===== src/hdl/scrolling_seven_segment_scanner_unit_macros.svh =====
// assertion macros shared by the scanner rtl
`ifndef SCROLLING_SEVEN_SEGMENT_SCANNER_UNIT_MACROS_SVH
`define SCROLLING_SEVEN_SEGMENT_SCANNER_UNIT_MACROS_SVH

// same-cycle implication, checked out of reset
`define SSS_ASSERT_NOW(lbl, ante, cons, msg) \
  lbl: assert property (@(posedge clk_i) disable iff (!rst_ni) (ante) |-> (cons)) \
    else $error(msg);

// next-cycle implication, checked out of reset
`define SSS_ASSERT_NEXT(lbl, ante, cons, msg) \
  lbl: assert property (@(posedge clk_i) disable iff (!rst_ni) (ante) |=> (cons)) \
    else $error(msg);

`endif


===== src/hdl/sss_pkg.sv =====
// shared types, constants and glyph lookup for the scrolling segment scanner
package sss_pkg;

  localparam int unsigned STORE_DEPTH = 1024;
  localparam int unsigned ADDR_W      = $clog2(STORE_DEPTH);
  localparam int unsigned CNT_W       = ADDR_W + 1;
  localparam int unsigned DIGITS      = 8;
  localparam int unsigned SLOT_W      = $clog2(DIGITS);
  localparam int unsigned BYTE_BITS   = 8;
  localparam int unsigned SCAN_BITS   = 2 * BYTE_BITS;
  localparam int unsigned SCAN_CNT_W  = $clog2(SCAN_BITS);
  localparam int unsigned IDX_OUT_W   = 3;

  localparam logic [BYTE_BITS-1:0] SEL_TOP   = 8'h80;
  localparam logic [BYTE_BITS-1:0] WIN_RESET = 8'd11;

  typedef enum logic [1:0] {
    CMD_CLEAR  = 2'd0,
    CMD_APPEND = 2'd1,
    CMD_SCROLL = 2'd2,
    CMD_SCAN   = 2'd3
  } cmd_e;

  // operands of the shared increment-and-wrap unit
  typedef struct packed {
    logic [CNT_W-1:0] a;
    logic [CNT_W-1:0] lim;
  } unit_op_t;

  typedef struct packed {
    logic [CNT_W-1:0] nxt;
    logic             hit;
  } unit_res_t;

  // segment on-masks, bit 0 = a .. bit 6 = g
  typedef struct packed {
    logic                 two;
    logic [BYTE_BITS-1:0] b0;
    logic [BYTE_BITS-1:0] b1;
  } glyph_t;

  localparam logic [BYTE_BITS-1:0] LETTER_ON [26] = '{
    8'h77, 8'h7C, 8'h39, 8'h5E, 8'h79, 8'h71, 8'h6F, 8'h76, 8'h30, 8'h1E, 8'h76, 8'h38, 8'h33,
    8'h54, 8'h3F, 8'h73, 8'h67, 8'h50, 8'h6D, 8'h78, 8'h3E, 8'h1C, 8'h3C, 8'h76, 8'h6E, 8'h5B
  };

  localparam logic [BYTE_BITS-1:0] DIGIT_ON [10] = '{
    8'h3F, 8'h06, 8'h5B, 8'h4F, 8'h66, 8'h6D, 8'h7D, 8'h07, 8'h7F, 8'h6F
  };

  function automatic glyph_t glyph(input logic [7:0] ch);
    logic [7:0] up;
    glyph_t     g;
    up = (ch >= "a" && ch <= "z") ? ch - 8'd32 : ch;
    g  = '0;
    if (up == "M") begin
      g.two = 1'b1;
      g.b0  = 8'h33;
      g.b1  = 8'h27;
    end else if (up == "W") begin
      g.two = 1'b1;
      g.b0  = 8'h3C;
      g.b1  = 8'h1E;
    end else if (ch == "h") begin
      // lowercase h keeps its own glyph
      g.b0 = 8'h74;
    end else if (up >= "A" && up <= "Z") begin
      g.b0 = LETTER_ON[5'(up - "A")];
    end else if (ch >= "0" && ch <= "9") begin
      g.b0 = DIGIT_ON[4'(ch - "0")];
    end else if (ch == ".") begin
      g.b0 = 8'h80;
    end else if (ch == "-") begin
      g.b0 = 8'h40;
    end else begin
      g.b0 = 8'h00;
    end
    return g;
  endfunction

endpackage


===== src/hdl/sss_inc_wrap.sv =====
// shared increment unit: a + 1, wrapping to zero when it reaches the limit
module sss_inc_wrap (
  input  sss_pkg::unit_op_t  op_i,
  output sss_pkg::unit_res_t res_o
);

  logic [sss_pkg::CNT_W-1:0] sum;

  always_comb begin
    sum       = op_i.a + sss_pkg::CNT_W'(1);
    res_o.hit = (sum == op_i.lim);
    res_o.nxt = res_o.hit ? '0 : sum;
  end

endmodule


===== config.mk =====
export PLATFORM = sky130hd
export DESIGN_NAME = sss_inc_wrap
export DESIGN_NICKNAME = d
export VERILOG_FILES = /design/src/hdl/scrolling_seven_segment_scanner_unit_macros.svh /design/src/hdl/sss_pkg.sv /design/src/hdl/sss_inc_wrap.sv
export SDC_FILE = /design/constraint.sdc
export NUM_CORES = 1
export LEC_CHECK = 0
export ABC_CLOCK_PERIOD_IN_PS = 2600
export BUFFER_PORTS_ARGS = -buffer_cell sky130_fd_sc_hd__buf_4
export CAP_MARGIN = 20
export CORE_AREA = 2 2 39 41
export DETAILED_ROUTE_END_ITERATION = 8
export DIE_AREA = 0 0 41 43
export GPL_TIMING_DRIVEN = 0
export PLACE_DENSITY_LB_ADDON = 0.3
export SETUP_SLACK_MARGIN = 0.15
export SLEW_MARGIN = 20
export SYNTH_ARGS = -nofsm -noshare
export SYNTH_HDL_FRONTEND = slang
export SYNTH_SLANG_ARGS = --single-unit

===== constraint.sdc =====
create_clock -name vclk -period 2.6
set_clock_uncertainty 0.05 [all_clocks]
set_input_delay 0.39 -clock vclk [all_inputs]
set_output_delay 0.39 -clock vclk [all_outputs]
set_load 0.05 [all_outputs]

==> results of run 1 <==
## synth_stat cells
cell,instances
sky130_fd_sc_hd__o211ai_1,1
sky130_fd_sc_hd__nand4_1,1
sky130_fd_sc_hd__nand3_2,1
sky130_fd_sc_hd__or3_4,2
sky130_fd_sc_hd__and2_4,1
sky130_fd_sc_hd__o21a_1,1
sky130_fd_sc_hd__or2_2,1
sky130_fd_sc_hd__nand2_1,4
sky130_fd_sc_hd__xor2_1,8
sky130_fd_sc_hd__nor4_2,1
sky130_fd_sc_hd__buf_6,3
sky130_fd_sc_hd__nand3_1,4
sky130_fd_sc_hd__nand4_2,1
sky130_fd_sc_hd__ha_1,1
sky130_fd_sc_hd__inv_1,3
sky130_fd_sc_hd__nor3_1,3
sky130_fd_sc_hd__a31oi_2,6
sky130_fd_sc_hd__xnor3_1,2
sky130_fd_sc_hd__a31oi_1,5
sky130_fd_sc_hd__nor2_1,2
sky130_fd_sc_hd__a21boi_2,1
sky130_fd_sc_hd__xnor2_1,11
sky130_fd_sc_hd__and4_2,1
sky130_fd_sc_hd__xnor2_2,1
## metrics by stage
stage | hold WS (ps) | power (uW) | std cells | util | instance area [um2]
after floorplan | 786 | 154 | 65 | - | 692
after global placement | 1060 | 217 | 115 | 0.699 | 967
after detailed placement | 1070 | 220 | 115 | 0.699 | 967
after CTS | 1110 | 249 | 124 | 0.834 | 1150
after global routing | 1130 | 271 | 125 | 0.858 | 1190
final | 1120 | 258 | 125 | 0.858 | 1190
## cell families after synthesis
| logic type | synth area share |
|---|---|
| buffers and inverters | 0.0798 |
| and+or+nand+nor | 0.259 |
| xor gates and xnor gates | 0.404 |
| AOI/OAI and AO/OA | 0.235 |
| adders and majority gates | 0.0222 |
## critical path, delay by kind of cell
family / cells / cell delay, ps
buffers and inverters: 4 / 580
AO/OA/AOI/OAI: 3 / 580
AND/OR/NAND/NOR: 2 / 530
## power by group
group          leakage [uW]  total, uW  internal, uW  switching (uW)
combinational      0.000456        258           115             143
clock                     0          0             0               0
sequential                0          0             0               0
total              0.000456        258           115             143
## path summary, 6_finish.rpt
| check | start | endpoint | slack [ps] | cells past startpoint |
|---|---|---|---|---|
| setup / recovery | op_i[11] | res_o[5] | 60 | 9 |
| hold / removal | op_i[11] | res_o[1] | 1120 | 4 |
## area by class of cell
cell class         count  area share
plain buffers          3      0.0390
inverters              3     0.00948
multi-input cells     59       0.590
well taps             16      0.0169
repair buffers        44       0.345
## cell usage in the layout (no fill, tap or decap), types with 2 or more instances in the layout
master                    count
sky130_fd_sc_hd__xnor3_1      2
sky130_fd_sc_hd__buf_6       14
sky130_fd_sc_hd__nor3_1       2
sky130_fd_sc_hd__nor2_1       2
sky130_fd_sc_hd__or3_4        2
sky130_fd_sc_hd__xnor2_1     10
sky130_fd_sc_hd__a31oi_4     10
sky130_fd_sc_hd__xor2_1       7
sky130_fd_sc_hd__buf_8        5
sky130_fd_sc_hd__buf_4       27
sky130_fd_sc_hd__inv_1        3
sky130_fd_sc_hd__nand2_1      4
sky130_fd_sc_hd__nand3_1      4
## per-layer routing
layer,vias up,part of all wire
met2,26,0.56
met5,-,0
met3,4,0.034
li1,330,-
met4,0,0.020
met1,316,0.39
## timing repair
action | 4_1_cts | 5_1_grt
pin swaps | 16 | 3
gates cloned | 1 | 0
buffers inserted | 8 | 1
setup endpoints to repair | 12 | 12
resized for setup | 26 | 7
hold buffers | 0 | 0
==> metrics.cfg, run 1 <==
[global_routing]
grt_max_degree = 11
use_met2 = 0.450
global_route_wire_length_before_repair_mm = 3.04
grtUsageMet1 = 0.317
grt_pass1_vias = 646
globalRoute.busiestLayer = met2
track_usage = 0.248
number_of_antenna_violations_at_the_first_check_in_global_routing = 0
grt_use_met3 = 0
overflow = 0

[logic_synthesis]
synth.yosys.warnings = 0
synth.area.top_cells = sky130_fd_sc_hd__xnor2_1, sky130_fd_sc_hd__a31oi_2, sky130_fd_sc_hd__xor2_1
mappedNetlistArea_um2 = 564
ys_types = 24
yosysTopAreaCell = sky130_fd_sc_hd__xnor2_1
post_synth.cell_area_avg_um2 = 8.68
synth_sequential_area_ratio = 0
synth_nets = 88
synthCells = 65
post-synth-top-area-fraction = 0.171

[critical_path]
critPathMaxFanout = 10
startpoint_class = input pin
cp_slowest_cell = sky130_fd_sc_hd__or3_4
path_class = input pin to output pin
required_ps = 2160
critPathMaxStageDelay_ps = 400
crit_arrival_ps = 2100
crit_path_cell_trace = buf_8 > buf_4 > nand2_1 > o21a_1 > or3_4 > a21boi_2 > buf_12 > a31oi_4 > buf_6
crit_end_element = output pin

[timing]
post-route-period-util = 0.975
timing_worst_slew_pin_value_ps = 393
rsz0062_at_grt = true
report.final.slew_viol_count = 0
setup-tns-final_ps = 0
worst_slew_margin_rel = 0.737
layout_setup_ws_ps = 64.2
maxClockFrequency_mhz = 394
setup-violations-final = 0
finalWorstPathRequiredPeriod_ps = 2540
hold_viol_final = 0

[floorplan]
core_mm2 = 0.00138
dieHeight_um = 43
row_count = 14
pin_count = 34
die_w_um = 41
total_die_area_mm2 = 0.00176
floorplan.initialDensity = 0.408

[power]
vdd_drop_max_uv = 146
p_leak_uw = 0.000456
cellPowerDensity_mw_per_mm2 = 217

[finish]
syn_to_final_growth_pct = 110
n_antenna_cell = 0
drive_above_1_share = 0.661
n_fill_cell = 72
multiInputGateArea_um2 = 701
nets = 134
seq_area_um2 = 0
final.clkbuf_count = 0
seq_cells = 0

[job]
maxCapViolCount = 0

[drt]
postRouteWirelength_mm = 2.10
firstDrtPassIters = 4
detail_route.wl_per_cell_um = 16.8
viasPerCell = 5.41
ant_nets = 0
drt_first_iter_violations = 12
drcViolationCount = 0
via_count = 676

[place]
dp_hpwl_mm = 1.24
numPortBuffers = 34
globalplace.congestion = 0.807
dp_worst_setup_slack_ps = -288

[hold_path]
min_path_type = input pin to output pin

[outcome]
status = complete, no violations

Note: power is estimated with default switching activity, not from simulation.
==> inputs of run 2 (changes only) <==
--- a/config.mk
+++ b/config.mk
@@ -6,7 +6,7 @@
 export NUM_CORES = 1
 export LEC_CHECK = 0
 export ABC_CLOCK_PERIOD_IN_PS = 2600
-export BUFFER_PORTS_ARGS = -buffer_cell sky130_fd_sc_hd__buf_4
+export BUFFER_PORTS_ARGS = -buffer_cell sky130_fd_sc_hd__clkbuf_2
 export CAP_MARGIN = 20
 export CORE_AREA = 2 2 39 41
 export DETAILED_ROUTE_END_ITERATION = 8
==> constraint.sdc (replaced) <==
create_clock -name vclk -period 2.6
set_clock_uncertainty 0.05 [all_clocks]
set_input_delay 0.52 -clock vclk [all_inputs]
set_output_delay 0.52 -clock vclk [all_outputs]
set_load 0.05 [all_outputs]
==> metrics.cfg, run 2 (synthesized netlist as in run 1, its figures left out) <==
[outcome]
status = finished, violations left
failed_checks = negative setup slack

[power]
p_leak_uw = 0.000488
share_comb_of_total_power = 1.000
seq_power_share = 0
switching_share = 0.547
switchingPower_uw = 155
vdd_drop_max_uv = 152
cell_internal_pwr_uw = 128
clock_power_share = 0
cellPowerDensity_mw_per_mm2 = 226

[critical_path]
crit_end_element = output pin
required_ps = 2030
startpoint_class = input pin
crit_arrival_ps = 2320
critPathMaxFanout = 5
path_class = input pin to output pin

[timing]
worst_slew_margin_rel = 0.728
post-route-period-util = 1.11
report.final.slew_viol_count = 0
layout_setup_ws_ps = -289
hold_viol_final = 0
rsz0062_at_grt = true
maxClockFrequency_mhz = 346
timing_worst_slew_pin_value_ps = 407
setup-violations-final = 12
finalWorstPathRequiredPeriod_ps = 2890

[floorplan]
core_mm2 = 0.00138
total_die_area_mm2 = 0.00176
row_count = 14
die_w_um = 41
pin_count = 34
floorplan.initialDensity = 0.408
dieHeight_um = 43

[global_routing]
grt_pass1_vias = 688
overflow = 0
grt_max_degree = 11
global_route_wire_length_before_repair_mm = 3.08
track_usage = 0.250
number_of_antenna_violations_at_the_first_check_in_global_routing = 0

[finish]
seq_area_um2 = 0
layout.cells.non_filler = 125
syn_to_final_growth_pct = 122
n_antenna_cell = 0
layout_commonest_cell = sky130_fd_sc_hd__clkbuf_2
commonest_cells_after_routing_fill_and_taps_aside = sky130_fd_sc_hd__clkbuf_2, sky130_fd_sc_hd__buf_8, sky130_fd_sc_hd__a31oi_4
finish.utilization = 0.904
nets = 134
area_of_all_placed_cells_without_fillers_mm2 = 0.00125
drive_above_1_share = 0.679
final.clkbuf_count = 0
seq_cells = 0

[drt]
postRouteWirelength_mm = 2.34
firstDrtPassIters = 4
ant_nets = 0
via_count = 695
drcViolationCount = 0
viasPerCell = 5.56
detail_route.wl_per_cell_um = 18.7
drt_first_iter_violations = 5

[place]
globalplace.congestion = 0.791
placed_cells = 115
place_area_um2 = 911
dp_worst_setup_slack_ps = -445
numPortBuffers = 34
dp_hpwl_mm = 1.29

[hold_path]
min_path_type = input pin to output pin
hold_path_depth = 4

[job]
maxCapViolCount = 0

-- run 2: power groups by stage --
stage / Clock, uW / Combinational [uW] / Sequential (uW)
finish: 0 / 283 / 0
global route: 0 / 296 / 0
CTS: 0 / 247 / 0
detailed placement: 0 / 210 / 0
global placement: 0 / 205 / 0
floorplan: 0 / 158 / 0
-- run 2: timing repair --
action | CTS | global route
hold buffers | 0 | 0
setup endpoints to repair | 12 | 12
gates resized for setup | 37 | 22
cloned | 1 | 1
pin swaps | 14 | 9
setup buffers | 5 | 3
-- run 2: cell type report --
class / instances / area [um2]
plain buffers: 3 / 46.3
fillers: 55 / 133
inverters: 3 / 11.3
multi-input cells: 59 / 742
well taps: 16 / 20.0
repair buffers: 44 / 432
-- run 2: metal layers --
layer  routed length [um]  GRT usage  vias up
li1                     -          -      328
met1                  894      0.314      333
met2                 1290      0.450       28
met3                   92     0.0157        6
met4                   62     0.0267        0
met5                    0          0        -
-- run 2: worst max-delay path: stages --
cell and delay (ps):
sky130_fd_sc_hd__clkbuf_8 120, sky130_fd_sc_hd__ha_4 180, sky130_fd_sc_hd__nand3_1 120, sky130_fd_sc_hd__xor2_1 370, sky130_fd_sc_hd__xnor2_1 190, sky130_fd_sc_hd__nor4_4 250
sky130_fd_sc_hd__buf_6 160, sky130_fd_sc_hd__buf_8 140, sky130_fd_sc_hd__a31oi_4 100, sky130_fd_sc_hd__buf_8 160
-- run 2: worst paths after layout --
path | startpoint | to | slack [ps]
worst max-delay path | op_i[12] | res_o[8] | -290
worst min-delay path | op_i[11] | res_o[1] | 1420
-- run 2: metrics by stage --
step	total power [uW]	setup TNS, ps	hold slack [ps]
2_1_floorplan	158	0	1050
3_3_place_gp	205	-4650	1430
3_5_place_dp	210	-4910	1440
4_1_cts	247	-3010	1420
5_1_grt	296	-4330	1430
6_report	283	-3210	1420
==> inputs of run 3 (changes only) <==
--- a/config.mk
+++ b/config.mk
@@ -8,9 +8,9 @@
 export ABC_CLOCK_PERIOD_IN_PS = 2600
 export BUFFER_PORTS_ARGS = -buffer_cell sky130_fd_sc_hd__clkbuf_2
 export CAP_MARGIN = 20
-export CORE_AREA = 2 2 39 41
+export CORE_AREA = 2 2 47 49
 export DETAILED_ROUTE_END_ITERATION = 8
-export DIE_AREA = 0 0 41 43
+export DIE_AREA = 0 0 49 51
 export GPL_TIMING_DRIVEN = 0
 export PLACE_DENSITY_LB_ADDON = 0.3
 export SETUP_SLACK_MARGIN = 0.15
==> constraint.sdc (replaced) <==
create_clock -name vclk -period 2.6
set_clock_uncertainty 0.05 [all_clocks]
set_input_delay 0.52 -clock vclk [all_inputs]
set_output_delay 0.52 -clock vclk [all_outputs]
set_load 0.005 [all_outputs]
==> metrics.cfg, run 3 (synthesized netlist as in run 1, its figures left out) <==
[drt]
viasPerCell = 4.76
firstDrtPassIters = 4
via_count = 638
detail_route.wl_per_cell_um = 12.1
drcViolationCount = 0
drt_first_iter_violations = 7
postRouteWirelength_mm = 1.62
ant_nets = 0

[timing]
maxClockFrequency_mhz = 361
report.final.slew_viol_count = 0
setup-violations-final = 12
worst_slew_margin_rel = 0.738
layout_setup_ws_ps = -172
timing_worst_slew_pin_value_ps = 392
rsz0062_at_grt = true
post-route-period-util = 1.07
hold_viol_final = 0
finalWorstPathRequiredPeriod_ps = 2770

[place]
globalplace.congestion = 0.704
place_area_um2 = 791
numPortBuffers = 34
dp_hpwl_mm = 1.26

[critical_path]
required_ps = 2030
critPathMaxFanout = 5
startpoint_class = input pin
path_class = input pin to output pin
crit_arrival_ps = 2200
crit_end_element = output pin

[outcome]
status = finished, violations left
failed_checks = negative setup slack

[finish]
seq_area_um2 = 0
n_fill_cell = 210
commonest_cells_after_routing_fill_and_taps_aside = sky130_fd_sc_hd__clkbuf_2, sky130_fd_sc_hd__xnor2_1, sky130_fd_sc_hd__xor2_1
n_antenna_cell = 0
nets = 131
syn_to_final_growth_pct = 63.4
area_of_all_placed_cells_without_fillers_um2 = 922
seq_cells = 0
finish.utilization = 0.447
drive_above_1_share = 0.575
layout_commonest_cell = sky130_fd_sc_hd__clkbuf_2
final.clkbuf_count = 0

[floorplan]
pin_count = 34
die_w_um = 49
total_die_area_mm2 = 0.00250
core_mm2 = 0.00206
floorplan.initialDensity = 0.273
dieHeight_um = 51
row_count = 17

[power]
cellPowerDensity_mw_per_mm2 = 167
vdd_drop_max_uv = 85.8
totalPowerFinal_uw = 154
p_leak_uw = 0.000390
switchingPower_uw = 75.2
clock_power_share = 0
cell_internal_pwr_uw = 78.8
switching_share = 0.488
share_comb_of_total_power = 1.000
seq_power_share = 0

[global_routing]
global_route_wire_length_before_repair_mm = 2.65
overflow = 0
grt_max_degree = 11
number_of_antenna_violations_at_the_first_check_in_global_routing = 0
track_usage = 0.133
grt_pass1_vias = 644

[hold_path]
hold_path_depth = 4
min_path_type = input pin to output pin

[job]
maxCapViolCount = 0

## run 3: through the flow
stage / std cells / worst slack, ps / hold WS, ps / setup TNS [ps]
6_report: 134 / -172 / 1350 / -1890
2_1_floorplan: 65 / 188 / 1010 / 0
3_5_place_dp: 127 / -291 / 1320 / -3220
4_1_cts: 134 / -157 / 1360 / -1790
3_3_place_gp: 127 / -263 / 1310 / -2870
5_1_grt: 134 / -240 / 1370 / -2740
## run 3: metal layers
metal | GRT usage | up-vias | share of wire
met2 | 0.263 | 24 | 0.53
met4 | 0.0238 | 0 | 0.0087
li1 | - | 322 | -
met1 | 0.157 | 290 | 0.43
met5 | 0 | - | 0
met3 | 0.00877 | 2 | 0.036
## run 3: final timing paths
| kind | startpoint | endpoint | slack, ps |
|---|---|---|---|
| worst min-delay path | op_i[11] | res_o[1] | 1350 |
| worst max-delay path | op_i[11] | res_o[6] | -170 |
## run 3: layout make-up
class | count | area (um2) | area share
Multi-Input combinational cell | 59 | 579 | 0.628
Inverter | 3 | 11.3 | 0.0122
Buffer | 3 | 33.8 | 0.0366
Tap cell | 28 | 35.0 | 0.0380
Timing Repair Buffer | 41 | 263 | 0.285
## run 3: what timing repair did
item | CTS | global route
endpoints found under the hold margin | 0 | 0
pin swaps | 7 | 1
resized for setup | 10 | 4
buffers inserted | 6 | 0
setup endpoints to repair | 12 | 12
gates cloned | 1 | 0
hold buffers | 0 | 0
## run 3: worst max-delay path, stage by stage
cell	delay, ps
sky130_fd_sc_hd__clkbuf_16	100
sky130_fd_sc_hd__ha_4	140
sky130_fd_sc_hd__nand4_4	70
sky130_fd_sc_hd__or3_4	410
sky130_fd_sc_hd__xnor2_4	150
sky130_fd_sc_hd__nor4_4	410
sky130_fd_sc_hd__buf_6	200
sky130_fd_sc_hd__a31oi_2	90
sky130_fd_sc_hd__clkbuf_2	120
## run 3: power by group through the flow
stage	registers (uW)	logic [uW]	clock network, uW
final	0	154	0
after CTS	0	152	0
after detailed placement	0	134	0
after floorplan	0	83.2	0
after global placement	0	132	0
after global routing	0	168	0
