## src/hdl/scrolling_seven_segment_scanner_unit_macros.svh

```systemverilog
// assertion macros shared by the scanner rtl
`ifndef SCROLLING_SEVEN_SEGMENT_SCANNER_UNIT_MACROS_SVH
`define SCROLLING_SEVEN_SEGMENT_SCANNER_UNIT_MACROS_SVH

// same-cycle implication, checked out of reset
`define SSS_ASSERT_NOW(lbl, ante, cons, msg) \
  lbl: assert property (@(posedge clk_i) disable iff (!rst_ni) (ante) |-> (cons)) \
    else $error(msg);

// next-cycle implication, checked out of reset
`define SSS_ASSERT_NEXT(lbl, ante, cons, msg) \
  lbl: assert property (@(posedge clk_i) disable iff (!rst_ni) (ante) |=> (cons)) \
    else $error(msg);

`endif

```

## src/hdl/sss_pkg.sv

```systemverilog
// shared types, constants and glyph lookup for the scrolling segment scanner
package sss_pkg;

  localparam int unsigned STORE_DEPTH = 1024;
  localparam int unsigned ADDR_W      = $clog2(STORE_DEPTH);
  localparam int unsigned CNT_W       = ADDR_W + 1;
  localparam int unsigned DIGITS      = 8;
  localparam int unsigned SLOT_W      = $clog2(DIGITS);
  localparam int unsigned BYTE_BITS   = 8;
  localparam int unsigned SCAN_BITS   = 2 * BYTE_BITS;
  localparam int unsigned SCAN_CNT_W  = $clog2(SCAN_BITS);
  localparam int unsigned IDX_OUT_W   = 3;

  localparam logic [BYTE_BITS-1:0] SEL_TOP   = 8'h80;
  localparam logic [BYTE_BITS-1:0] WIN_RESET = 8'd11;

  typedef enum logic [1:0] {
    CMD_CLEAR  = 2'd0,
    CMD_APPEND = 2'd1,
    CMD_SCROLL = 2'd2,
    CMD_SCAN   = 2'd3
  } cmd_e;

  // operands of the shared increment-and-wrap unit
  typedef struct packed {
    logic [CNT_W-1:0] a;
    logic [CNT_W-1:0] lim;
  } unit_op_t;

  typedef struct packed {
    logic [CNT_W-1:0] nxt;
    logic             hit;
  } unit_res_t;

  // segment on-masks, bit 0 = a .. bit 6 = g
  typedef struct packed {
    logic                 two;
    logic [BYTE_BITS-1:0] b0;
    logic [BYTE_BITS-1:0] b1;
  } glyph_t;

  localparam logic [BYTE_BITS-1:0] LETTER_ON [26] = '{
    8'h77, 8'h7C, 8'h39, 8'h5E, 8'h79, 8'h71, 8'h6F, 8'h76, 8'h30, 8'h1E, 8'h76, 8'h38, 8'h33,
    8'h54, 8'h3F, 8'h73, 8'h67, 8'h50, 8'h6D, 8'h78, 8'h3E, 8'h1C, 8'h3C, 8'h76, 8'h6E, 8'h5B
  };

  localparam logic [BYTE_BITS-1:0] DIGIT_ON [10] = '{
    8'h3F, 8'h06, 8'h5B, 8'h4F, 8'h66, 8'h6D, 8'h7D, 8'h07, 8'h7F, 8'h6F
  };

  function automatic glyph_t glyph(input logic [7:0] ch);
    logic [7:0] up;
    glyph_t     g;
    up = (ch >= "a" && ch <= "z") ? ch - 8'd32 : ch;
    g  = '0;
    if (up == "M") begin
      g.two = 1'b1;
      g.b0  = 8'h33;
      g.b1  = 8'h27;
    end else if (up == "W") begin
      g.two = 1'b1;
      g.b0  = 8'h3C;
      g.b1  = 8'h1E;
    end else if (ch == "h") begin
      // lowercase h keeps its own glyph
      g.b0 = 8'h74;
    end else if (up >= "A" && up <= "Z") begin
      g.b0 = LETTER_ON[5'(up - "A")];
    end else if (ch >= "0" && ch <= "9") begin
      g.b0 = DIGIT_ON[4'(ch - "0")];
    end else if (ch == ".") begin
      g.b0 = 8'h80;
    end else if (ch == "-") begin
      g.b0 = 8'h40;
    end else begin
      g.b0 = 8'h00;
    end
    return g;
  endfunction

endpackage

```

## src/hdl/sss_scan.sv

```systemverilog
// serializer that shifts one select byte and one segment byte out msb first
module sss_scan (
  input  logic                             clk_i,
  input  logic                             rst_ni,
  input  logic                             load_i,
  input  logic [sss_pkg::SCAN_BITS-1:0]    word_i,
  input  logic [sss_pkg::IDX_OUT_W-1:0]    slot_i,
  output logic                             out_valid_o,
  input  logic                             out_ready_i,
  output logic                             serial_data_o,
  output logic [sss_pkg::IDX_OUT_W-1:0]    digit_index_o,
  output logic                             last_bit_o
);

  logic [sss_pkg::SCAN_BITS-1:0]  sh_q, sh_d;
  logic [sss_pkg::SCAN_CNT_W-1:0] cnt_q, cnt_d;
  logic [sss_pkg::IDX_OUT_W-1:0]  slot_q, slot_d;
  logic                           valid_q, valid_d;
  logic                           last;

  assign last = (cnt_q == sss_pkg::SCAN_CNT_W'(sss_pkg::SCAN_BITS - 1));

  always_comb begin
    sh_d    = sh_q;
    cnt_d   = cnt_q;
    slot_d  = slot_q;
    valid_d = valid_q;
    if (load_i) begin
      sh_d    = word_i;
      cnt_d   = '0;
      slot_d  = slot_i;
      valid_d = 1'b1;
    end else if (valid_q && out_ready_i) begin
      sh_d  = {sh_q[sss_pkg::SCAN_BITS-2:0], 1'b0};
      cnt_d = cnt_q + sss_pkg::SCAN_CNT_W'(1);
      if (last) begin
        valid_d = 1'b0;
      end
    end
  end

  always_ff @(posedge clk_i or negedge rst_ni) begin
    if (!rst_ni) begin
      valid_q <= 1'b0;
      cnt_q   <= '0;
    end else begin
      valid_q <= valid_d;
      cnt_q   <= cnt_d;
    end
  end

  always_ff @(posedge clk_i) begin
    sh_q   <= sh_d;
    slot_q <= slot_d;
  end

  assign out_valid_o   = valid_q;
  assign serial_data_o = sh_q[sss_pkg::SCAN_BITS-1];
  assign digit_index_o = slot_q;
  assign last_bit_o    = last;

endmodule

```

## config.mk

```make
export PLATFORM = sky130hd
export DESIGN_NAME = sss_scan
export DESIGN_NICKNAME = d
export VERILOG_FILES = /design/src/hdl/scrolling_seven_segment_scanner_unit_macros.svh /design/src/hdl/sss_pkg.sv /design/src/hdl/sss_scan.sv
export SDC_FILE = /design/constraint.sdc
export NUM_CORES = 1
export LEC_CHECK = 0
export ABC_AREA = 1
export BUFFER_PORTS_ARGS = -buffer_cell sky130_fd_sc_hd__buf_4
export CORE_MARGIN = 2
export CORE_UTILIZATION = 45
export CTS_CLUSTER_SIZE = 25
export DETAILED_ROUTE_END_ITERATION = 12
export PLACE_DENSITY_LB_ADDON = 0.08
export SLEW_MARGIN = 20
export SYNTH_ARGS = -nofsm -noshare
export SYNTH_HDL_FRONTEND = slang
export SYNTH_SLANG_ARGS = --single-unit
```

## constraint.sdc

```tcl
create_clock -name clk_i -period 1.3 [get_ports clk_i]
set_clock_uncertainty 0.05 [all_clocks]
set_input_delay 0.26 -clock clk_i [delete_from_list [all_inputs] [get_ports clk_i]]
set_output_delay 0.26 -clock clk_i [all_outputs]
set_load 0.05 [all_outputs]
```

==> results of run 1 <==
sequential cells by signal, indices dropped and copies added (netlist names):
signal and cells:
sh_q 16, digit_index_o 3, out_valid_o 1, cnt_q 4
placed cells by master (no fill, tap or decap), drive strengths merged:
cell type / instances
a21oi: 3
buf: 33
bufinv: 1
clkbuf: 3
dfrtp: 5
dlygate4sd3: 1
edfxtp: 19
ha: 1
inv: 7
nand2: 55
nand3: 2
nor2: 3
nor3: 1
o21ai: 2
cell families (layout without fill, tap and decap cells):
logic type | count (synthesis) | after routing
AND/OR/NAND/NOR | 61 | 61
flip-flops | 24 | 24
buffers and inverters | 10 | 45
AO/OA/AOI/OAI | 5 | 5
adder cells (fa/ha/maj) | 1 | 1
cells in the mapped netlist:
cell / instances / area (sq um)
nand2_2: 2 / 12.5
inv_2: 1 / 3.75
edfxtp_1: 19 / 571
inv_1: 5 / 18.8
nand2_1: 53 / 199
dfrtp_1: 5 / 125
o21ai_1: 1 / 5.00
nor3_1: 1 / 5.00
ha_1: 1 / 12.5
buf_8: 1 / 15.0
nor2_1: 2 / 7.51
o21ai_0: 1 / 5.00
a21oi_1: 3 / 15.0
buf_6: 2 / 22.5
inv_8: 1 / 11.3
nor2_4: 1 / 11.3
nand3_1: 2 / 10.0
report_power, final:
part / leakage [nW] / internal [W] / switching (W) / total (W)
registers: 0.260 / 0.000905 / 0.0000198 / 0.000925
logic: 0.378 / 0.0000998 / 0.000128 / 0.000227
clock network: 0.0279 / 0.000311 / 0.000221 / 0.000533
layer usage:
metal  track usage, %  wire length [microns]
met3             3.71                     60
met1             17.3                    756
met2             28.5                    948
met5                0                      0
met4             5.13                     39
path summary, 6_finish.rpt:
| kind | start | end | slack (ps) |
|---|---|---|---|
| min reg2reg | sh_q[8] | sh_q[9] | 480 |
| min in group asynchronous | rst_ni | cnt_q[1] | 210 |
| max | cnt_q[0] | last_bit_o | -170 |
| max reg2reg | cnt_q[0] | cnt_q[3] | 160 |
| max in group asynchronous | rst_ni | out_valid_o | 870 |
| min | slot_i[1] | digit_index_o[1] | 70 |
stage by stage:
stage	power, W	setup slack (ps)	instances	util, %	cell area (sq um)
final	0.00168	-169	164	62.4	1380
after global routing	0.00175	-229	164	62.4	1380
after CTS	0.00169	-176	163	61.9	1370
after detailed placement	0.00116	83.2	155	57.6	1270
after global placement	0.00115	89.4	155	57.6	1270
after floorplan	0.00107	70.4	101	-	1060
critical path, stage by stage (launching register included):
cell and delay [ps]:
dfrtp_1 410, ha_2 200, nand3_2 70, inv_2 40
buf_8 140
final cells by class:
cell class                      instances  area, sq um  area share [%]
Tap cell                               28         35.0            2.54
Clock inverter                          1         30.0            2.17
Multi-Input combinational cell         67          298            21.6
Timing Repair Buffer                   34          265            19.2
Clock buffer                            3         22.5            1.63
Inverter                                7         33.8            2.45
Sequential cell                        24          697            50.5
what timing repair did:
action / in CTS / in global routing
hold endpoints to repair: 5 / 0
setup endpoints to repair: 1 / 1
hold buffers: 1 / 0
buffers inserted: 3 / 1
pin swaps: 1 / 1
gates resized for setup: 4 / 1
==> results by group, run 1 <==
Global routing
  • Initial antenna violation count: 0
  • Global-route wire length before repair: 3.06 mm
  • GRT Util Overall: 15.5%
  • Global route overflow: 0
  • Vias in the first global route: 738
  • Largest net degree at the start of global routing: 20

Floorplan
  • Die height: 52.3 microns
  • Starting Density: 47.5%
  • Core area: 2210 sq um
  • Chip width: 52.3 microns
  • Top-level port count: 29
  • Die area: 2740 sq um
  • Std-Cell Rows: 17

Outcome
  • Failing checks: negative setup slack
  • Outcome: finished with violations

Flow run
  • Max cap viols: 0

Synthesis
  • Post-Synth XOR/XNOR Area: 0%
  • Post-Syn Area per Cell: 10.4 sq um
  • Mux contribution to synthesized area: 0%
  • Yosys warnings: 0
  • FF+latch count, synth: 24
  • Register area share after synthesis: 66.3%
  • Post-synthesis adder-cell area fraction: 1.19%
  • Post-Synth Simple-Gate Area: 23.4%
  • Gate Count Post-Synth: 101
  • Post-Syn Nets: 125
  • Post-synthesis compound-gate area fraction: 2.38%
  • Distinct cell type count after synthesis: 17
  • Largest family of logic cells by synthesized area: simple AND/OR/NAND/NOR gates
  • Mapped cell area: 1050 sq um

STA
  • Clock period minus worst slack: 1470 ps
  • Rel. slew slack: 85.1%
  • Hold slack: 68.2 ps
  • Worst-margin pin slew: 223 ps
  • Setup ws final: -169 ps
  • Final Cycle Share: 113%
  • Hold Fails Final Rpt: 0
  • Setup violators final: 1
  • Setup TNS: -169 ps
  • RSZ-0062 raised after global routing: true
  • Max frequency: 0.681 GHz
  • Pins Over Slew Limit: 0

Placement
  • Count of input and output buffers: 28
  • DP HPWL: 1.26 mm
  • Final Wtd Congestion: 0.657

Worst setup path
  • CP Max Fanout: 2
  • WS Path Type: flop to output pin
  • Worst endpoint required time: 990 ps
  • Critical path endpoint category: output pin
  • Startpoint Class: flop
  • CP Data Arrival Time: 1160 ps
  • Worst R2R Path Depth: 6

CTS
  • H-tree lvl count: 1
  • Skew-Pair Late Insertion Delay: 310 ps
  • CTS tree: done
  • Reg clk slew, reported paths: 130 ps
  • Clock Path Buffers: 2
  • TritonCTS buffer count: 3
  • Root buf cell: clkbuf_4
  • Clock Sink Count: 24

Hold path
  • Hold Crit Class: input pin to flop
  • Depth of the worst hold-timing path: 1

Routing
  • Final wirelength: 1.80 mm
  • Via/cell ratio: 4.71
  • First DRT Iteration DRCs: 14
  • DRC Markers: 0
  • Pre-antenna DRT Iters: 5
  • WL per Instance: 11.0 microns
  • Vias: 772
  • Antenna viol nets, final: 0

Power
  • Peak supply drop: 0.000744 V
  • P per Cell Area: 1220 nW/um^2
  • Leak Pwr: 0.666 nW

Cells and area
  • Nets: 161
  • Antenna cells: 0
  • Layout cell share with drive strength beyond 1: 34.6%
  • Area grow syn2layout: 31.6%
  • FILL cells: 191
Note: power is estimated with default switching activity, not from simulation.
==> run 2: changes to the inputs <==
--- a/config.mk
+++ b/config.mk
@@ -7,6 +7,7 @@
 export LEC_CHECK = 0
 export ABC_AREA = 1
 export BUFFER_PORTS_ARGS = -buffer_cell sky130_fd_sc_hd__buf_4
+export CORE_ASPECT_RATIO = 0.6
 export CORE_MARGIN = 2
 export CORE_UTILIZATION = 45
 export CTS_CLUSTER_SIZE = 25
==> run 2 against run 1 <==
  * The flow still finishes with violations (negative setup slack)
  * Global-route usage is 0.82 points lower
  * Final cell count increased by 1.8%
  * Non-clock buffer count is 1 higher
  * Sequential share of layout area shrank 0.092 points
  * Clock power decreased by 17%
  * Maximum frequency rose by 3.5%
  * Die area is 0.46% higher
  * Hold slack improved by 48 ps
  * Routed wire length down 0.67%
  * Combinational power barely moved
  * First-iteration DRC count increased by 86%
  * Critical endpoint unchanged
  * Highest routed layer unchanged
==> results by group, run 2 (synthesized netlist as in run 1, its figures left out) <==
Outcome
  • Outcome: finished with violations
  • Failing checks: negative setup slack

Routing
  • First DRT Iteration DRCs: 26
  • DRC Markers: 0
  • Via/cell ratio: 4.53
  • Final wirelength: 1.79 mm
  • WL per Instance: 10.7 microns
  • Pre-antenna DRT Iters: 4
  • Antenna viol nets, final: 0
  • Vias: 756

Cells and area
  • Layout Cells excl Fill: 167
  • Design area: 1380 sq um
  • Area grow syn2layout: 31.8%
  • Most common cell after layout, fill and taps aside: nand2_1
  • Antenna cells: 0
  • FILL cells: 198
  • Max FFs per register: 16
  • Largest Register: sh_q
  • Layout cell share with drive strength beyond 1: 34.3%
  • Most frequent cells in the layout: 52 x nand2_1, 33 x buf_4, 19 x edfxtp_1
  • Nets: 162

Placement
  • Final Wtd Congestion: 0.832
  • Place WS: 67.0 ps
  • Post-Place Cells: 157
  • DP HPWL: 1.26 mm
  • Count of input and output buffers: 28
  • Placed Area: 1280 sq um

STA
  • Hold Fails Final Rpt: 0
  • Pins Over Slew Limit: 0
  • Final Cycle Share: 109%
  • Worst-margin pin slew: 225 ps
  • Max frequency: 0.704 GHz
  • Setup violators final: 1
  • Setup ws final: -120 ps
  • Setup TNS: -120 ps
  • RSZ-0062 raised after global routing: true
  • Rel. slew slack: 85.0%
  • Clock period minus worst slack: 1420 ps

Hold path
  • Hold Crit Class: input pin to flop

Global routing
  • Global-route wire length before repair: 2.95 mm
  • GRT Util Overall: 14.7%
  • Global route overflow: 0
  • Largest net degree at the start of global routing: 20
  • Initial antenna violation count: 0
  • Vias in the first global route: 674

Worst setup path
  • Critical Path Sink: last_bit_o
  • CP Data Arrival Time: 1110 ps
  • Worst R2R Path Depth: 6
  • RR Startpoint: cnt_q[0]
  • Worst R2R End: cnt_q[2]
  • Reg2Reg Setup Slack: 120 ps
  • Crit. Startpoint: cnt_q[0]
  • WS Path Type: flop to output pin
  • Startpoint Class: flop
  • CP cell instances: ha_2, nand3_2, inv_2, buf_8
  • Slowest CP cell: dfrtp_1
  • Worst endpoint required time: 990 ps
  • CP Max Fanout: 2
  • CP peak stage delay: 390 ps
  • Critical path endpoint category: output pin

Floorplan
  • Core area: 2180 sq um
  • Std-Cell Rows: 13
  • Top-level port count: 29
  • Die height: 41.4 microns
  • Die area: 2750 sq um
  • Chip width: 66.4 microns
  • Starting Density: 48.2%

CTS
  • Clock Sink Count: 24
  • TritonCTS buffer count: 3
  • Clock Path Buffers: 2
  • CTS tree: done
  • Root buf cell: clkbuf_8
  • Reg clk slew, reported paths: 80 ps
  • H-tree lvl count: 1
  • Skew-Pair Late Insertion Delay: 260 ps

Power
  • Tot Pwr: 0.00159 W
  • Leak Pwr: 0.666 nW
  • Peak supply drop: 0.000583 V
  • P per Cell Area: 1150 nW/um^2

Flow run
  • Max cap viols: 0
-- run 2: cell count changes in the layout (fill, tap and decap cells not counted) --
cell,change
clkbuf_4,-3
clkinv_1,+1
bufinv_16,-1
buf_4,+1
clkbuf_8,+3
-- run 2: worst max-delay path, delay by kind of cell, from the launching register on --
kind / cells / cell delay [ps]
buffers and inverters: 2 / 180
adder cells (fa/ha/maj): 1 / 200
flip-flops: 1 / 390
AND/OR/NAND/NOR: 1 / 70
-- run 2: worst min-delay path by stage --
stage	from	end	slack, ps	cells after the start
after floorplan	rst_ni	cnt_q[0]	-90	0
after global placement	rst_ni	cnt_q[0]	20	1
after detailed placement	rst_ni	cnt_q[0]	20	1
after CTS	slot_i[1]	digit_index_o[1]	110	1
after global routing	slot_i[1]	digit_index_o[1]	100	1
final	slot_i[1]	digit_index_o[1]	120	1
-- run 2: what timing repair did --
action / in CTS / in global routing
resized for setup: 4 / 1
hold buffers: 1 / 0
setup buffers: 3 / 2
pin swaps: 1 / 1
setup endpoints to repair: 1 / 1
endpoints found under the hold margin: 5 / 0
-- run 2: final cells by class --
type,instances,area (sq um),area share (%)
clock inverters,1,3.75,0.271
flip-flops and latches,24,697,50.4
well taps,30,37.5,2.71
multi-input cells,67,298,21.5
clock buffers,3,41.3,2.98
inverters,7,33.8,2.44
repair buffers,35,273,19.7
-- run 2: layer usage --
metal	up-vias	share of wire, %	global-route usage, %
met4	0	1.1	4.90
met3	4	5.6	6.50
met5	-	0	0
met1	341	47	19.2
li1	392	-	-
met2	19	46	21.8
-- run 2: stage by stage --
step / hold slack (ps) / utilization (%)
after floorplan: -85.6 / -
after global placement: 15.6 / 58.6
after detailed placement: 16.7 / 58.6
after CTS: 108 / 62.6
after global routing: 96.6 / 63.5
final: 116 / 63.5
-- run 2: power by group --
group	leakage (nW)	internal (W)	switching, W
clock network	0.0231	0.000211	0.000231
logic	0.383	0.0000979	0.000127
registers	0.260	0.000905	0.0000184
==> run 3: changes to the inputs <==
--- a/config.mk
+++ b/config.mk
@@ -8,11 +8,11 @@
 export ABC_AREA = 1
 export BUFFER_PORTS_ARGS = -buffer_cell sky130_fd_sc_hd__buf_4
 export CORE_ASPECT_RATIO = 0.6
-export CORE_MARGIN = 2
 export CORE_UTILIZATION = 45
 export CTS_CLUSTER_SIZE = 25
 export DETAILED_ROUTE_END_ITERATION = 12
 export PLACE_DENSITY_LB_ADDON = 0.08
+export SKIP_LAST_GASP = 1
 export SLEW_MARGIN = 20
 export SYNTH_ARGS = -nofsm -noshare
 export SYNTH_HDL_FRONTEND = slang
==> run 3 against run 2 <==
  * The run still ends with negative setup slack left
  * Utilization shrank 0.34 points
  * Die area shrank 7.7%
  * Final cell count shrank 0.60%
  * Worst setup slack lost 21 ps
  * Total power grew 0.35%
  * Sequential power is essentially flat
  * Final area shrank 0.54%
  * Critical path depth is the same
  * Hold slack lost 1.2 ps
  * Routed wire length grew 3.6%
  * Combinational power is essentially flat
  * Critical endpoint unchanged
  * Largest power group unchanged
==> results by group, run 3 (synthesized netlist as in run 1, its figures left out) <==
STA
  • Pins Over Slew Limit: 0
  • RSZ-0062 raised after global routing: true
  • Max frequency: 0.694 GHz
  • Hold Fails Final Rpt: 0
  • Hold slack: 115 ps
  • Final Cycle Share: 111%
  • Clock period minus worst slack: 1440 ps
  • Setup violators final: 1
  • Rel. slew slack: 85.0%
  • Setup ws final: -141 ps
  • Worst-margin pin slew: 225 ps

Floorplan
  • Die height: 39.4 microns
  • Core area: 2180 sq um
  • Die area: 2540 sq um
  • Starting Density: 48.2%
  • Chip width: 64.4 microns
  • Std-Cell Rows: 13
  • Top-level port count: 29

Routing
  • Antenna viol nets, final: 0
  • Pre-antenna DRT Iters: 4
  • M1 WL: 923 microns
  • Metal3 WL: 103 microns
  • DRC Markers: 0
  • Final wirelength: 1.86 mm
  • WL per Instance: 11.2 microns
  • Via/cell ratio: 4.45
  • Met2 wire len: 828 microns
  • Top Layer Used: met3
  • Vias: 738
  • First DRT Iteration DRCs: 63

Cells and area
  • Area occupied by multi-input gates: 298 sq um
  • Antenna cells: 0
  • Nets: 161
  • Most frequent cells in the layout: 52 x nand2_1, 32 x buf_4, 19 x edfxtp_1
  • Largest Register: sh_q
  • Area grow syn2layout: 31.1%
  • Most common cell after layout, fill and taps aside: nand2_1
  • Register area: 697 sq um
  • Max FFs per register: 16
  • FILL cells: 180
  • Layout cell share with drive strength beyond 1: 33.8%

Placement
  • DP HPWL: 1.27 mm
  • Count of input and output buffers: 28
  • Final Wtd Congestion: 0.808
  • Place WS: 61.3 ps

Power
  • Peak supply drop: 0.000675 V
  • Tot Pwr: 0.00160 W
  • Leak Pwr: 0.660 nW
  • P per Cell Area: 1160 nW/um^2

Worst setup path
  • Crit. Startpoint: cnt_q[1]
  • Worst R2R End: cnt_q[2]
  • Worst R2R Path Depth: 6
  • Worst endpoint required time: 990 ps
  • CP Data Arrival Time: 1130 ps
  • CP cell instances: ha_2, nand3_2, inv_2, buf_8
  • Critical path endpoint category: output pin
  • Slowest CP cell: dfrtp_1
  • Critical Path Sink: last_bit_o
  • CP peak stage delay: 370 ps
  • Reg2Reg Setup Slack: 80 ps
  • WS Path Type: flop to output pin
  • Startpoint Class: flop
  • RR Startpoint: cnt_q[0]
  • CP Max Fanout: 3

Global routing
  • Largest net degree at the start of global routing: 20
  • GRT Util Overall: 15.4%
  • Global-route wire length before repair: 2.76 mm
  • Vias in the first global route: 613
  • Initial antenna violation count: 0
  • Global route overflow: 0

Outcome
  • Outcome: finished with violations
  • Failing checks: negative setup slack

CTS
  • TritonCTS buffer count: 3
  • Clock Sink Count: 24
  • Reg clk slew, reported paths: 80 ps
  • Skew-Pair Late Insertion Delay: 260 ps
  • Root buf cell: clkbuf_8
  • H-tree lvl count: 1
  • CTS tree: done
  • Clock Path Buffers: 2

Flow run
  • Max cap viols: 0

Hold path
  • Hold Crit Class: input pin to flop
run 3: changes by cell type in the layout (fill, tap and decap cells not counted):
cell,change
clkinv_1,-1
clkbuf_1,+1
buf_4,-1
run 3: per-stage QoR:
step                setup TNS [ps]  util (%)  cell area (sq um)  instances
floorplan                        0         -               1060        101
global placement                 0      58.6               1280        157
detailed placement               0      58.6               1280        157
CTS                           -123      62.3               1360        164
global route                  -185      63.1               1380        166
finish                        -141      63.1               1380        166
run 3: worst min-delay path by stage:
| stage | startpoint | end | slack (ps) | cells past startpoint |
|---|---|---|---|---|
| floorplan | rst_ni | cnt_q[0] | -90 | 0 |
| detailed placement | rst_ni | cnt_q[1] | 20 | 1 |
| global route | slot_i[2] | digit_index_o[2] | 110 | 1 |
| finish | slot_i[1] | digit_index_o[1] | 120 | 1 |
| global placement | rst_ni | cnt_q[0] | 20 | 1 |
| CTS | slot_i[1] | digit_index_o[1] | 110 | 1 |
run 3: area by class of cell:
| type | instances | share of cell area (%) |
|---|---|---|
| multi-input combinational | 67 | 21.6 |
| clock buffer | 4 | 3.27 |
| sequential | 24 | 50.6 |
| inverter | 7 | 2.45 |
| timing repair buffer | 34 | 19.3 |
| tap | 30 | 2.73 |
run 3: critical path, delay by kind of cell, from the launching register on:
| kind | cells | cell delay [ps] |
|---|---|---|
| and+or+nand+nor | 1 | 90 |
| adders and majority gates | 1 | 200 |
| DFF | 1 | 370 |
| buffers and inverters | 2 | 200 |
run 3: power by group:
part | leakage, nW | switching (W) | internal [W]
sequential | 0.260 | 0.0000205 | 0.000905
clock | 0.0228 | 0.000230 | 0.000219
combinational | 0.378 | 0.000126 | 0.0000956
run 3: repair_timing:
action / in CTS / in global routing
hold endpoints to repair: 5 / 0
pin swaps: 1 / 1
hold buffers: 1 / 0
endpoints found under the setup margin: 1 / 1
gates resized for setup: 4 / 1
buffers inserted: 2 / 2
run 3: routing by layer:
metal	global-route usage, %	up-vias
li1	-	392
met1	21.0	325
met2	24.7	21
met3	5.23	0
met4	1.67	0
met5	0	-
